### config.mk
export PLATFORM = sky130hd
export DESIGN_NAME = quadtree_uniformity_split
export DESIGN_NICKNAME = d
export VERILOG_FILES = /design/src/rtl/qus_pkg.sv /design/src/rtl/qus_ram.sv /design/src/rtl/qus_ctrl.sv /design/src/rtl/qus_datapath.sv /design/src/rtl/quadtree_uniformity_split.sv
export SDC_FILE = /design/constraint.sdc
export NUM_CORES = 2
export LEC_CHECK = 0
export BUFFER_PORTS_ARGS = -buffer_cell sky130_fd_sc_hd__buf_2
export CAP_MARGIN = 40
export CORE_UTILIZATION = 65
export DETAILED_ROUTE_END_ITERATION = 8
export PLACE_DENSITY_LB_ADDON = 0.08
export SKIP_LAST_GASP = 1
export SYNTH_ARGS = -nofsm -noshare
export SYNTH_HDL_FRONTEND = slang
export SYNTH_SLANG_ARGS = --single-unit
### constraint.sdc
create_clock -name clock -period 32.8 [get_ports clock]
set_input_delay 4.92 -clock clock [delete_from_list [all_inputs] [get_ports clock]]
set_output_delay 4.92 -clock clock [all_outputs]
set_load 0.02 [all_outputs]
### src/rtl/qus_pkg.sv
// Types, constants and helper functions shared by the quadtree split block.
// No dependencies; used by qus_ctrl, qus_datapath and the top level of the block.
package qus_pkg;

   localparam int GridLog = 3;
   localparam int Grid    = 1 << GridLog;
   localparam int CellW   = 2 * GridLog;
   localparam int NumCell = Grid * Grid;
   localparam int PixW    = 8;
   localparam int CoordW  = 8;
   localparam int DimW    = 9;
   localparam int DepthW  = 2;
   localparam int PathW   = 2 * GridLog;
   localparam int RspW    = 48;

   localparam logic [DimW-1:0] MIN_DIM = 9'd8;
   localparam logic [DimW-1:0] MAX_DIM = 9'd256;

   // register indexes on the csr port
   localparam logic [1:0] CSR_IMAGE_WIDTH  = 2'd0;
   localparam logic [1:0] CSR_IMAGE_HEIGHT = 2'd1;
   localparam logic [1:0] CSR_THRESHOLD    = 2'd2;
   localparam logic [1:0] CSR_DEPTH_LIMIT  = 2'd3;

   // quadrant codes in walk order
   localparam logic [1:0] Q_TL = 2'd0;
   localparam logic [1:0] Q_TR = 2'd1;
   localparam logic [1:0] Q_BR = 2'd2;
   localparam logic [1:0] Q_BL = 2'd3;

   typedef struct packed {
      logic [CoordW-1:0]  xb;
      logic [CoordW-1:0]  xe;
      logic [CoordW-1:0]  yb;
      logic [CoordW-1:0]  ye;
      logic [GridLog-1:0] cx;
      logic [GridLog-1:0] cy;
   } region_type;

   typedef struct packed {
      logic intake_en;
      logic walk_start;
      logic scan_step;
      logic descend;
      logic advance;
      logic emit;
      logic clear;
   } cmd_type;

   typedef struct packed {
      logic last_accept;
      logic scan_last;
      logic split;
      logic last_leaf;
      logic out_free;
   } status_type;

   function automatic logic [DimW-1:0] clamp_dim(input logic [DimW-1:0] v);
      logic [DimW-1:0] r;
      if (v < MIN_DIM) r = MIN_DIM;
      else if (v > MAX_DIM) r = MAX_DIM;
      else r = v;
      return r;
   endfunction

   function automatic logic [CoordW-1:0] mid(input logic [CoordW-1:0] b,
                                             input logic [CoordW-1:0] e);
      logic [CoordW:0] s;
      s = {1'b0, b} + {1'b0, e};
      return s[CoordW:1];
   endfunction

   // finest cell of a coordinate along one axis, nested midpoint splits
   function automatic logic [GridLog-1:0] axis_cell(input logic [CoordW-1:0] p,
                                                    input logic [CoordW-1:0] last);
      logic [CoordW-1:0]  b;
      logic [CoordW-1:0]  e;
      logic [CoordW-1:0]  m;
      logic [GridLog-1:0] c;
      b = '0;
      e = last;
      c = '0;
      for (int i = 0; i < GridLog; i++) begin
         m = mid(b, e);
         if (p <= m) begin
            c = {c[GridLog-2:0], 1'b0};
            e = m;
         end else begin
            c = {c[GridLog-2:0], 1'b1};
            b = m + 8'd1;
         end
      end
      return c;
   endfunction

   // quadrant q of a parent region; cdepth is the child's depth (1 or more)
   function automatic region_type child(input region_type par, input logic [1:0] q,
                                        input logic [DepthW-1:0] cdepth);
      region_type         r;
      logic [GridLog:0]   sp;
      logic [GridLog-1:0] h;
      logic [CoordW-1:0]  mx;
      logic [CoordW-1:0]  my;
      logic               hx;
      logic               hy;
      sp = (GridLog+1)'(Grid) >> cdepth;
      h  = sp[GridLog-1:0];
      mx = mid(par.xb, par.xe);
      my = mid(par.yb, par.ye);
      hx = (q == Q_TR) || (q == Q_BR);
      hy = (q == Q_BR) || (q == Q_BL);
      r.xb = hx ? mx + 8'd1 : par.xb;
      r.xe = hx ? par.xe : mx;
      r.yb = hy ? my + 8'd1 : par.yb;
      r.ye = hy ? par.ye : my;
      r.cx = hx ? par.cx + h : par.cx;
      r.cy = hy ? par.cy + h : par.cy;
      return r;
   endfunction

endpackage

### src/rtl/qus_ram.sv
// Generic single-write, single-read RAM with registered read data.
// No dependencies.
module qus_ram #(
   parameter int WIDTH = 16,
   parameter int DEPTH = 64
) (
   input  logic                     clock,
   input  logic                     we,
   input  logic [$clog2(DEPTH)-1:0] waddr,
   input  logic [WIDTH-1:0]         wdata,
   input  logic [$clog2(DEPTH)-1:0] raddr,
   output logic [WIDTH-1:0]         rdata
);

   logic [WIDTH-1:0] mem_ff [DEPTH];
   logic [WIDTH-1:0] rdata_ff;

   always_ff @(posedge clock) begin
      if (we) begin
         mem_ff[waddr] <= wdata;
      end
      rdata_ff <= mem_ff[raddr];
   end

   assign rdata = rdata_ff;

endmodule

### src/rtl/qus_ctrl.sv
// Controller of the quadtree split block: intake, drain, scan, wait, decide and emit sequencing.
// Depends on qus_pkg.
module qus_ctrl (
   input  logic                clock,
   input  logic                reset,
   input  qus_pkg::status_type sts,
   output qus_pkg::cmd_type    cmd
);

   localparam logic [2:0] ST_INTAKE = 3'd0;
   localparam logic [2:0] ST_DRAIN  = 3'd1;
   localparam logic [2:0] ST_SCAN   = 3'd2;
   localparam logic [2:0] ST_WAIT   = 3'd3;
   localparam logic [2:0] ST_DECIDE = 3'd4;
   localparam logic [2:0] ST_EMIT   = 3'd5;

   logic [2:0] state_ff;
   logic [2:0] state_in;

   always_comb begin
      state_in = state_ff;
      cmd      = '0;
      case (state_ff)
         ST_INTAKE: begin
            cmd.intake_en = 1'b1;
            if (sts.last_accept) state_in = ST_DRAIN;
         end
         ST_DRAIN: begin
            cmd.walk_start = 1'b1;
            state_in       = ST_SCAN;
         end
         ST_SCAN: begin
            cmd.scan_step = 1'b1;
            if (sts.scan_last) state_in = ST_WAIT;
         end
         ST_WAIT: begin
            state_in = ST_DECIDE;
         end
         ST_DECIDE: begin
            if (sts.split) begin
               cmd.descend = 1'b1;
               state_in    = ST_SCAN;
            end else begin
               state_in = ST_EMIT;
            end
         end
         ST_EMIT: begin
            if (sts.out_free) begin
               cmd.emit = 1'b1;
               if (sts.last_leaf) begin
                  cmd.clear = 1'b1;
                  state_in  = ST_INTAKE;
               end else begin
                  cmd.advance = 1'b1;
                  state_in    = ST_SCAN;
               end
            end
         end
         default: state_in = ST_INTAKE;
      endcase
   end

   always_ff @(posedge clock) begin
      if (reset) state_ff <= ST_INTAKE;
      else state_ff <= state_in;
   end

endmodule

### src/rtl/qus_datapath.sv
// Datapath: config registers, pixel counters, cell min/max store, region walk, result register.
// Depends on qus_pkg and qus_ram.
module qus_datapath (
   input  logic                 clock,
   input  logic                 reset,
   input  qus_pkg::cmd_type     cmd,
   output qus_pkg::status_type  sts,
   input  logic                 csr_we,
   input  logic [1:0]           csr_index,
   input  logic [8:0]           csr_wdata,
   input  logic                 req_tvalid,
   output logic                 req_tready,
   input  logic [7:0]           req_tdata,
   input  logic                 req_tlast,
   output logic                 rsp_tvalid,
   input  logic                 rsp_tready,
   output logic [47:0]          rsp_tdata,
   output logic                 rsp_tlast
);

   localparam int CellW  = qus_pkg::CellW;
   localparam int GL     = qus_pkg::GridLog;

   // configuration
   logic [8:0] width_ff, height_ff;
   logic [7:0] thr_ff;
   logic [1:0] dlim_ff;

   always_ff @(posedge clock) begin
      if (reset) begin
         width_ff  <= 9'd256;
         height_ff <= 9'd256;
         thr_ff    <= 8'd5;
         dlim_ff   <= 2'd3;
      end else if (csr_we) begin
         case (csr_index)
            qus_pkg::CSR_IMAGE_WIDTH:  width_ff  <= csr_wdata;
            qus_pkg::CSR_IMAGE_HEIGHT: height_ff <= csr_wdata;
            qus_pkg::CSR_THRESHOLD:    thr_ff    <= csr_wdata[7:0];
            qus_pkg::CSR_DEPTH_LIMIT:  dlim_ff   <= csr_wdata[1:0];
            default: ;
         endcase
      end
   end

   logic [8:0] wc, hc, wl9, hl9;
   assign wc  = qus_pkg::clamp_dim(width_ff);
   assign hc  = qus_pkg::clamp_dim(height_ff);
   assign wl9 = wc - 9'd1;
   assign hl9 = hc - 9'd1;

   // pixel intake
   logic             accept;
   logic [8:0]       col_ff, row_ff, col_inc;
   logic             in_range;
   logic [CellW-1:0] pix_cell;

   assign req_tready      = cmd.intake_en;
   assign accept          = req_tvalid & cmd.intake_en;
   assign sts.last_accept = accept & req_tlast;
   assign in_range        = (col_ff < wc) && (row_ff < hc);
   assign pix_cell        = {qus_pkg::axis_cell(row_ff[7:0], hl9[7:0]),
                             qus_pkg::axis_cell(col_ff[7:0], wl9[7:0])};
   assign col_inc         = col_ff + 9'd1;

   always_ff @(posedge clock) begin
      if (reset) begin
         col_ff <= '0;
         row_ff <= '0;
      end else if (accept) begin
         if (req_tlast) begin
            col_ff <= '0;
            row_ff <= '0;
         end else if (col_inc >= wc) begin
            col_ff <= '0;
            if (row_ff < hc) row_ff <= row_ff + 9'd1;
         end else begin
            col_ff <= col_inc;
         end
      end
   end

   // read-modify-write stage with forwarding of the previous write
   localparam int NumCellW = qus_pkg::NumCell;
   logic             s1_vld_ff;
   logic [CellW-1:0] s1_addr_ff;
   logic [7:0]       s1_pix_ff;
   logic             lw_vld_ff;
   logic [CellW-1:0] lw_addr_ff;
   logic [15:0]      lw_data_ff;
   logic [15:0]      rd_data;
   logic             rd_vld_ff;
   logic [NumCellW-1:0] cvld_ff;
   logic [CellW-1:0] raddr, walk_addr;
   logic [7:0]       base_lo, base_hi, new_lo, new_hi;
   logic [15:0]      wdata;

   always_comb begin
      if (lw_vld_ff && (lw_addr_ff == s1_addr_ff)) begin
         base_lo = lw_data_ff[15:8];
         base_hi = lw_data_ff[7:0];
      end else if (rd_vld_ff) begin
         base_lo = rd_data[15:8];
         base_hi = rd_data[7:0];
      end else begin
         base_lo = 8'hFF;
         base_hi = 8'h00;
      end
      new_lo = (s1_pix_ff < base_lo) ? s1_pix_ff : base_lo;
      new_hi = (s1_pix_ff > base_hi) ? s1_pix_ff : base_hi;
      wdata  = {new_lo, new_hi};
   end

   always_ff @(posedge clock) begin
      if (reset) begin
         s1_vld_ff <= 1'b0;
         lw_vld_ff <= 1'b0;
         cvld_ff   <= '0;
      end else begin
         s1_vld_ff <= accept & in_range;
         if (cmd.clear) begin
            lw_vld_ff <= 1'b0;
            cvld_ff   <= '0;
         end else if (s1_vld_ff) begin
            lw_vld_ff            <= 1'b1;
            cvld_ff[s1_addr_ff]  <= 1'b1;
         end
      end
   end

   always_ff @(posedge clock) begin
      s1_addr_ff <= pix_cell;
      s1_pix_ff  <= req_tdata;
      rd_vld_ff  <= cvld_ff[raddr];
      if (s1_vld_ff) begin
         lw_addr_ff <= s1_addr_ff;
         lw_data_ff <= wdata;
      end
   end

   assign raddr = cmd.intake_en ? pix_cell : walk_addr;

   qus_ram #(.WIDTH(16), .DEPTH(qus_pkg::NumCell)) u_cells (
      .clock (clock),
      .we    (s1_vld_ff),
      .waddr (s1_addr_ff),
      .wdata (wdata),
      .raddr (raddr),
      .rdata (rd_data)
   );

   // region walk
   qus_pkg::region_type cur_ff, root, next_reg, par;
   qus_pkg::region_type stk_ff [3];
   logic [1:0]          depth_ff, next_depth, k;
   logic [5:0]          path_ff, next_path;
   logic [GL-1:0]       i_ff, j_ff, spm1;
   logic [GL:0]         sp;
   logic                pend_ff;
   logic [7:0]          lo_ff, hi_ff, cell_lo, cell_hi, spread;
   logic                uniform, last_leaf;
   logic [1:0]          q_new;

   assign sp        = (GL+1)'(qus_pkg::Grid) >> depth_ff;
   assign spm1      = GL'(sp - 1'b1);
   assign walk_addr = {cur_ff.cy + j_ff, cur_ff.cx + i_ff};
   assign sts.scan_last = (i_ff == spm1) && (j_ff == spm1);
   assign cell_lo   = rd_vld_ff ? rd_data[15:8] : 8'hFF;
   assign cell_hi   = rd_vld_ff ? rd_data[7:0] : 8'h00;
   assign spread    = (hi_ff >= lo_ff) ? hi_ff - lo_ff : 8'd0;
   assign uniform   = spread < thr_ff;
   assign sts.split = !uniform && (depth_ff < dlim_ff);

   always_comb begin
      root.xb = '0;
      root.xe = wl9[7:0];
      root.yb = '0;
      root.ye = hl9[7:0];
      root.cx = '0;
      root.cy = '0;
   end

   // deepest level that still has a later sibling
   always_comb begin
      last_leaf = 1'b1;
      k         = 2'd1;
      for (int l = 1; l <= GL; l++) begin
         if ((l <= int'(depth_ff)) && (path_ff[(GL-l)*2 +: 2] != qus_pkg::Q_BL)) begin
            last_leaf = 1'b0;
            k         = 2'(l);
         end
      end
   end
   assign sts.last_leaf = last_leaf;

   always_comb begin
      q_new     = 2'd0;
      next_path = path_ff;
      if (cmd.descend) begin
         par        = cur_ff;
         next_depth = depth_ff + 2'd1;
         q_new      = qus_pkg::Q_TL;
         next_path[(GL-1)*2 - 2*int'(depth_ff) +: 2] = qus_pkg::Q_TL;
      end else begin
         par        = stk_ff[k - 2'd1];
         next_depth = k;
         q_new      = path_ff[(GL-1)*2 - 2*(int'(k)-1) +: 2] + 2'd1;
         for (int l = 1; l <= GL; l++) begin
            if (l == int'(k)) next_path[(GL-l)*2 +: 2] = q_new;
            else if (l > int'(k)) next_path[(GL-l)*2 +: 2] = 2'd0;
         end
      end
      next_reg = qus_pkg::child(par, q_new, next_depth);
   end

   always_ff @(posedge clock) begin
      if (reset) begin
         pend_ff <= 1'b0;
      end else begin
         pend_ff <= cmd.scan_step;
      end
   end

   always_ff @(posedge clock) begin
      if (cmd.walk_start || cmd.descend || cmd.advance) begin
         lo_ff <= 8'hFF;
         hi_ff <= 8'h00;
         i_ff  <= '0;
         j_ff  <= '0;
      end else begin
         if (pend_ff) begin
            if (cell_lo < lo_ff) lo_ff <= cell_lo;
            if (cell_hi > hi_ff) hi_ff <= cell_hi;
         end
         if (cmd.scan_step) begin
            if (i_ff == spm1) begin
               i_ff <= '0;
               j_ff <= j_ff + 1'b1;
            end else begin
               i_ff <= i_ff + 1'b1;
            end
         end
      end
      if (cmd.walk_start) begin
         cur_ff   <= root;
         depth_ff <= '0;
         path_ff  <= '0;
      end else if (cmd.descend || cmd.advance) begin
         cur_ff   <= next_reg;
         depth_ff <= next_depth;
         path_ff  <= next_path;
      end
      if (cmd.descend) stk_ff[depth_ff] <= cur_ff;
   end

   // result register
   logic        rvld_ff;
   logic [47:0] rdata_ff;
   logic        rlast_ff;

   assign sts.out_free = !rvld_ff || rsp_tready;

   always_ff @(posedge clock) begin
      if (reset) rvld_ff <= 1'b0;
      else if (cmd.emit) rvld_ff <= 1'b1;
      else if (rsp_tready) rvld_ff <= 1'b0;
   end

   always_ff @(posedge clock) begin
      if (cmd.emit) begin
         rdata_ff <= {7'd0, uniform, path_ff, depth_ff,
                      cur_ff.ye, cur_ff.xe, cur_ff.yb, cur_ff.xb};
         rlast_ff <= last_leaf;
      end
   end

   assign rsp_tvalid = rvld_ff;
   assign rsp_tdata  = rdata_ff;
   assign rsp_tlast  = rlast_ff;

endmodule

### src/rtl/quadtree_uniformity_split.sv
// Top level of the quadtree uniformity split block.
// Depends on qus_pkg, qus_ctrl, qus_datapath (and qus_ram below it).

// Pixels of a grayscale image come in on the req_ stream in raster order, one request per
// cycle while intake is open, and each updates the min/max of the finest 8x8 quadtree cell
// it falls in through a read-modify-write on a 64-entry cell store (back-to-back hits on one
// cell are forwarded). The request with req_tlast closes the image: intake stays closed for
// the drain state and the whole walk that follows, in preorder (TL, TR, BR, BL). Every region
// visited is scanned cell by cell through the store's single read port, then waits for the
// last read data and decides; each leaf then stays in the emit state until the output
// register is free. A walk that splits all the way down ends in 64 leaves. Each leaf is
// one response (corners, depth, path, uniform flag), with rsp_tlast on the final leaf. A
// response waits in a single output register: an inner leaf that finds it full stalls the
// walk, while after the final leaf the next image's pixels are taken at once. Configuration
// is written through csr_; the user must write it only while the block is idle, which the
// block itself does not enforce. Widths and heights saturate into 8..256 and the cell store
// is cleared per image by one-cycle reset of its valid bits.
module quadtree_uniformity_split (
   input  logic        clock,
   input  logic        reset,
   // configuration
   input  logic        csr_we,
   input  logic [1:0]  csr_index,
   input  logic [8:0]  csr_wdata,
   // pixel requests
   input  logic        req_tvalid,
   output logic        req_tready,
   input  logic [7:0]  req_tdata,   // [7:0] pixel
   input  logic        req_tlast,   // last_pixel
   // leaf responses
   output logic        rsp_tvalid,
   input  logic        rsp_tready,
   output logic [47:0] rsp_tdata,   // [7:0] left_x, [15:8] top_y, [23:16] right_x,
                                    // [31:24] bottom_y, [33:32] leaf_depth,
                                    // [39:34] leaf_path, [40] is_uniform, rest zero
   output logic        rsp_tlast    // last_leaf
);

   qus_pkg::cmd_type    cmd;
   qus_pkg::status_type sts;

   qus_ctrl u_ctrl (
      .clock (clock),
      .reset (reset),
      .sts   (sts),
      .cmd   (cmd)
   );

   qus_datapath u_dp (
      .clock      (clock),
      .reset      (reset),
      .cmd        (cmd),
      .sts        (sts),
      .csr_we     (csr_we),
      .csr_index  (csr_index),
      .csr_wdata  (csr_wdata),
      .req_tvalid (req_tvalid),
      .req_tready (req_tready),
      .req_tdata  (req_tdata),
      .req_tlast  (req_tlast),
      .rsp_tvalid (rsp_tvalid),
      .rsp_tready (rsp_tready),
      .rsp_tdata  (rsp_tdata),
      .rsp_tlast  (rsp_tlast)
   );

endmodule

Yosys cells after proc, flatten, opt, wreduce, memory -nomap -nowiden. Memory sizes are Yosys's and may differ from the RTL's. A register that Yosys moved wholly into a read port is not among the register bits. Cells that the tools add are included.

Bits in registers: 264. Bits in latches: 0. RAM bits: 1138. Memory bits (read-only): 0. Output and inout port bits: 51. Memories: 2.

Memories: u_dp.u_cells.mem_ff (depth 64, bits a word 16, read ports 1, clocked after memory_dff 1, write ports 1, RTL line qus_ram.sv:15) `logic [WIDTH-1:0] mem_ff [DEPTH];`; u_dp.stk_ff (depth 3, bits a word 38, read ports 1, clocked after memory_dff 0, write ports 1, RTL line qus_datapath.sv:154) `qus_pkg::region_type stk_ff [3];`.

$add $sub $neg: 31. $mul: 0. Divide/modulo/power cells: 0. $lt $le $gt $ge: 29. Eq/ne operators: 23. Shifts and indexed selects: 5. Muxes and demuxes: 81. Bitwise logic cells: 4. Reductions and logical operators: 38.

Operator list (number): two-way mux 8 bit (19); two-way mux 9 bit (9); bitwise OR 64 bit (1); two-way mux 30 bit (2); adder 8 x 8 -> 9 bit (6); two-way mux 38 bit (1); negator 32 -> 33 bit (1); variable shift 2 x 33 -> 6 bit, first input constant (1); variable part select 2 x 33 -> 6 bit, first input constant (1); adder 8 x 1 -> 8 bit, second input constant (4); <= comparator 8 bit (4); variable part select 6 x 32 -> 2 bit (1); subtractor 4 x 32 -> 32 bit, first input constant (1); two-way mux 3 bit (9); less-than comparator 8 bit (3); two-way mux 1 bit (24); two-way mux 2 bit (11); AND reduction 2 bit (10); adder 9 x 1 -> 9 bit, second input constant (2); > comparator 9 bit, second input constant (2); less-than comparator 9 x 4 -> 1 bit, second input constant (2); less-than comparator 9 bit (2); case mux 3 bit (6 select lines) (1); adder 7 x 1 -> 8 bit, second input constant (2); 45 further kinds (92).

Depth between registers and ports, before layout.
Depth in word-level cells: 15. Gate-level depth with buffers: 58.

Cells and area by module. From an unflattened synthesis, not the netlist that was laid out.

Cell total of the unflattened synthesis: 4186. Area, all modules: 62278.5 um2.

Modules (own cells, without submodules): qus_ram (times used 1, cells each 1829, area an instance 40042.2 um2); qus_datapath (times used 1, cells each 2321, area an instance 21939.8 um2); qus_ctrl (times used 1, cells each 36, area an instance 296.5 um2).

Least setup slack after synthesis. OpenSTA, ideal clock, no wires.

Path kind: register -> register. From: reg u_dp.width_ff[3]. To: reg u_dp.u_cells.rdata_ff[3], in the netlist u_dp.u_cells.rdata[3], read port of u_dp.u_cells.mem_ff. Arrival: 10.566 ns. Required time: 32.740 ns. Path slack: 22.175 ns. Cell stages (with the launch flop): 55. Clock period less this slack: 10.625 ns. Path through: dfxtp_1 or2_2 o41a_1 nand2_1 ha_1 inv_1 a21oi_1 nand2_1 xnor2_1 ha_1 o21ai_0 a21oi_1 maj3_4 a22oi_1 clkbuf_1 nor2_1 a21oi_1 inv_1 (+19 left out) o21ai_0 nand2b_1 a21o_1 a21o_1 a21o_1 a21oi_1 ha_1 a21o_1 o22ai_1 o21a_1 clkbuf_1 buf_2 clkbuf_1 nand2_1 a311oi_1 nor4_1 nor4_1 a31o_1.

Longest elaborated chain between the ends: 13. Elaborated cells between the ends (all ways): 20. Classes of those cells: add/sub (5); order compare (5); mux (10).

Ends and longest elaborated chain: start: declaration (RTL line qus_datapath.sv:25) `logic [8:0] width_ff, height_ff;`; start signal: assignment (RTL line qus_datapath.sv:37) `qus_pkg::CSR_IMAGE_WIDTH: width_ff <= csr_wdata;`; > comparator 9 bit (RTL line qus_pkg.sv:61) `else if (v > MAX_DIM) r = MAX_DIM;`; two-way mux 9 bit (RTL line qus_pkg.sv:61); two-way mux 9 bit * (RTL line qus_pkg.sv:60) `if (v < MIN_DIM) r = MIN_DIM;`; subtractor 8 x 1 -> 8 bit * (RTL line qus_datapath.sv:49) `assign wl9 = wc - 9'd1;`; adder 7 x 1 -> 8 bit / <= comparator 8 x 7 -> 1 bit (equally long branches) (RTL line qus_pkg.sv:90, qus_pkg.sv:85); two-way mux 8 bit (RTL line qus_pkg.sv:85) `if (p <= m) begin`; adder 8 x 8 -> 9 bit (RTL line qus_pkg.sv:69) `s = {1'b0, b} + {1'b0, e};`; adder 8 x 1 -> 8 bit / <= comparator 8 bit (equally long branches) (RTL line qus_pkg.sv:90, qus_pkg.sv:85); two-way mux 8 bit (RTL line qus_pkg.sv:85); adder 8 x 8 -> 9 bit (RTL line qus_pkg.sv:69); <= comparator 8 bit (RTL line qus_pkg.sv:85); two-way mux 1 bit (RTL line qus_pkg.sv:85); two-way mux 6 bit * (RTL line qus_datapath.sv:141) `assign raddr = cmd.intake_en ? pix_cell : walk_addr;`; end: declaration (RTL line qus_ram.sv:16) `logic [WIDTH-1:0] rdata_ff;`.

Mark *: on every way between the ends. The rest lies on a longest branch, timed or not. A chain may end at the register's enable or synchronous reset.

Final worst setup path.
From: reg u_dp.width_ff[4]. To: reg u_dp.u_cells.rdata_ff[4], in the netlist u_dp.u_cells.rdata[4], read port of u_dp.u_cells.mem_ff.

Elaborated cells between the ends (all ways): 20. Classes of those cells: add/sub (5); order compare (5); mux (10).

RTL lines: > comparator 9 bit (RTL line qus_pkg.sv:61); two-way mux 9 bit (RTL line qus_pkg.sv:61); two-way mux 9 bit * (RTL line qus_pkg.sv:60); subtractor 8 x 1 -> 8 bit * (RTL line qus_datapath.sv:49); <= comparator 8 x 7 -> 1 bit * (RTL line qus_pkg.sv:85); two-way mux 1 bit * (RTL line qus_pkg.sv:85); named net u_dp.pix_cell[2] (RTL line qus_datapath.sv:56) `logic [CellW-1:0] pix_cell;`; two-way mux 6 bit * (RTL line qus_datapath.sv:141).

Mark *: on every way through the listed nets, which the timed path passes. The rest lies on a longest branch.

==> out/qor.yml <==
run_status: "complete, no violations"
cpMostUsedCell: "ha_1"
hold_viol_final: 0
skew_ns: 0.01994
ys_ff_latch: 1418
seq_area_frac_synth_pct: 64.99
synth-simple-area-share_pct: 12.72
synthTopCellsByArea: "edfxtp_1 59%, dfxtp_1 6.4%, nand2_1 5.3%"
crit_path_top_delay_cell: "a22oi_1"
globalRoute.totalOverflow: 0
synth_mux_area_share_pct: 3.615
antenna_found_initial: 10
async_flop_share_pct: 0
yosysMostFrequentCell: "edfxtp_1"
clk_pin_slew_ns: 0.06
rsz0062_at_grt: "no"
rows: 113
synth_cell_types: 88
max-cap-violations: 0
drt_first_pass_iters: 6
grt_max_degree: 131
synth_xor_area_share_pct: 1.487
vdd_ir_drop_max_mv: 0.05442
tritoncts: "built"
syn-cell-area_um2: 62440
die-area_um2: 97300
required_ns: 33.49
synth_compound_area_share_pct: 10.20
fin_setup_tns_ns: 0
post_cts_resized: 0
num_vias: 42980
avgViaCountPerCell: 6.509
synth_edf_count: 1218
p_per_area_nw_per_um2: 61.09
syn_inst: 5117
cp_max_fo: 53
final_antenna_net_count: 0
arrival_ns: 14.44
drt-initial-drc-count: 5042
cts-root-buf: "clkbuf_16"
synth_top_family_by_area: "simple AND/OR/NAND/NOR gates"
synthFlopType: "edfxtp_1"
drive_gt1_share_pct: 10.38
yosys_warnings: 0
layout-area-overhead-vs-synth_pct: 11.30
period_share_pct: 41.93
io_pins: 76
tightest_slew_ns: 0.9941
grt_usage_pct: 34.88
gp_congestion: 0.8977
core_area_um2: 95010
cts_buffer_depth: 3
final_nets: 5437
drv_slew: 0
cts_setup_buffers: 0
worstSetupEndpointType: "flop"
grt_pass1_wl_um: 254000
yosys.area.top_type: "edfxtp_1"
relSlewSlack_pct: 33.73
synth_top_cell_area_share_pct: 58.58
startpoint_type: "flop"
crit_type: "flop to flop"
hold_class: "flop to flop"
syn_avg_cell_area_um2: 12.20
initial_utilization_pct: 65.71
htree_levels: 4
fmax_mhz: 72.72
clock-sinks: 1418
synth-adder-area-share_pct: 4.002
wire_per_inst_um: 25.71
dpl.hpwl_um: 104100
drc: 0
grt_pass1_vias: 41150
leakage_nw: 24.22
hold_buffers: 0
setup_viol: 0
fin_crit_ns: 13.75
cpPeakStageDelay_ns: 0.80
port_buffers: 68
clock_latency_ns: 0.75
wl_um: 169800
cts_buffers: 143
final_util_pct: 73.14
die_w_um: 311.9
synthTopCellsByCount: "1218 x edfxtp_1, 888 x nand2_1, 309 x nor2_1"
die_y_um: 311.9
==> through the flow <==
stage | cells | worst slack (ns) | instance area, um^2 | hold WS [ns] | power, mW
2_1_floorplan | 5123 | 22.17 | 62460 | 0.4064 | 2.419
3_3_place_gp | 6302 | 19.04 | 64510 | 0.4436 | 2.647
3_5_place_dp | 6340 | 19.26 | 64870 | 0.4515 | 2.661
4_1_cts | 6602 | 19.15 | 69490 | 0.4650 | 4.245
5_1_grt | 6602 | 18.06 | 69490 | 0.4730 | 4.354
6_report | 6603 | 19.05 | 69490 | 0.4618 | 4.245
==> area by class of cell <==
class,count,area [um^2]
flip-flops and latches,1418,40580
fillers,6376,25520
multi-input cells,3254,20350
clock buffers,206,4145
repair buffers,242,1753
well taps,1265,1583
inverters,161,604.3
clock inverters,56,471.7
diodes,1,2.502
==> worst paths after layout <==
kind	slack [ns]	cells after the start	start	to
setup reg to reg	19.05	51	u_dp.width_ff[4]$_SDFFE_PP0P_	u_dp.u_cells.rdata[4]$_DFF_P_
setup / recovery	19.05	51	u_dp.width_ff[4]$_SDFFE_PP0P_	u_dp.u_cells.rdata[4]$_DFF_P_
hold / removal	0.46	2	u_dp.thr_ff[7]$_SDFFE_PP0P_	u_dp.thr_ff[7]$_SDFFE_PP0P_
hold reg to reg	0.46	2	u_dp.thr_ff[7]$_SDFFE_PP0P_	u_dp.thr_ff[7]$_SDFFE_PP0P_
==> flip-flops by register name, summed over array words and instances, names as in the netlist, 8 cells and up <==
| signal | count |
|---|---|
| u_dp.u_cells.rdata | 16 |
| u_dp.lo_ff | 8 |
| u_dp.rsp_tdata | 41 |
| u_dp.thr_ff | 8 |
| u_dp.s1_pix_ff | 8 |
| u_dp.hi_ff | 8 |
| u_dp.width_ff | 9 |
| u_dp.col_ff | 9 |
| u_dp.u_cells.mem_ff | 1024 |
| u_dp.cvld_ff | 64 |
| u_dp.row_ff | 9 |
| u_dp.lw_data_ff | 16 |
| u_dp.height_ff | 9 |
| u_dp.cur_ff | 38 |
| u_dp.stk_ff | 114 |
==> kinds of logic after synthesis <==
| logic type | after synthesis |
|---|---|
| and+or+nand+nor | 1797 |
| buffers and inverters | 451 |
| xor gates and xnor gates | 106 |
| muxes | 204 |
| AOI/OAI and AO/OA | 947 |
| adders and majority gates | 193 |
| other | 1 |
| DFF | 1418 |
==> cells in the final DEF, fill, tap and decap left out, types with 151 or more instances in the layout <==
master and count:
dfxtp_1 200, clkbuf_16 151, a21oi_1 188, ha_1 181, nor2_1 296, inv_1 155
nand3_1 287, nand2_1 885, mux2i_1 168, edfxtp_1 1218
==> power by group <==
part / leakage (nW) / total (mW) / switching (mW) / internal (mW)
Clock: 2.29 / 1.61 / 0.679 / 0.934
Combinational: 9.34 / 0.535 / 0.386 / 0.148
Sequential: 12.6 / 2.10 / 0.0339 / 2.06
Total: 24.2 / 4.25 / 1.10 / 3.15
==> layer usage <==
| metal | part of all wire [%] | vias to the layer above | GRT usage [%] |
|---|---|---|---|
| li1 | - | 19180 | - |
| met1 | 38 | 21010 | 47.51 |
| met2 | 47 | 2408 | 55.28 |
| met3 | 11 | 370 | 6.848 |
| met4 | 4.0 | 8 | 14.87 |
| met5 | 0.034 | - | 0 |
==> worst max-delay path, delay by kind of cell (launching register included) <==
| kind | cells | cell delay [ns] |
|---|---|---|
| compound gates | 21 | 4.83 |
| simple gates | 13 | 3.48 |
| fa+ha+maj | 7 | 2.06 |
| buf+inv | 7 | 2.02 |
| xor+xnor | 2 | 0.73 |
| flops | 1 | 0.37 |
| mux | 1 | 0.13 |
(Power assumes the default switching activity.)
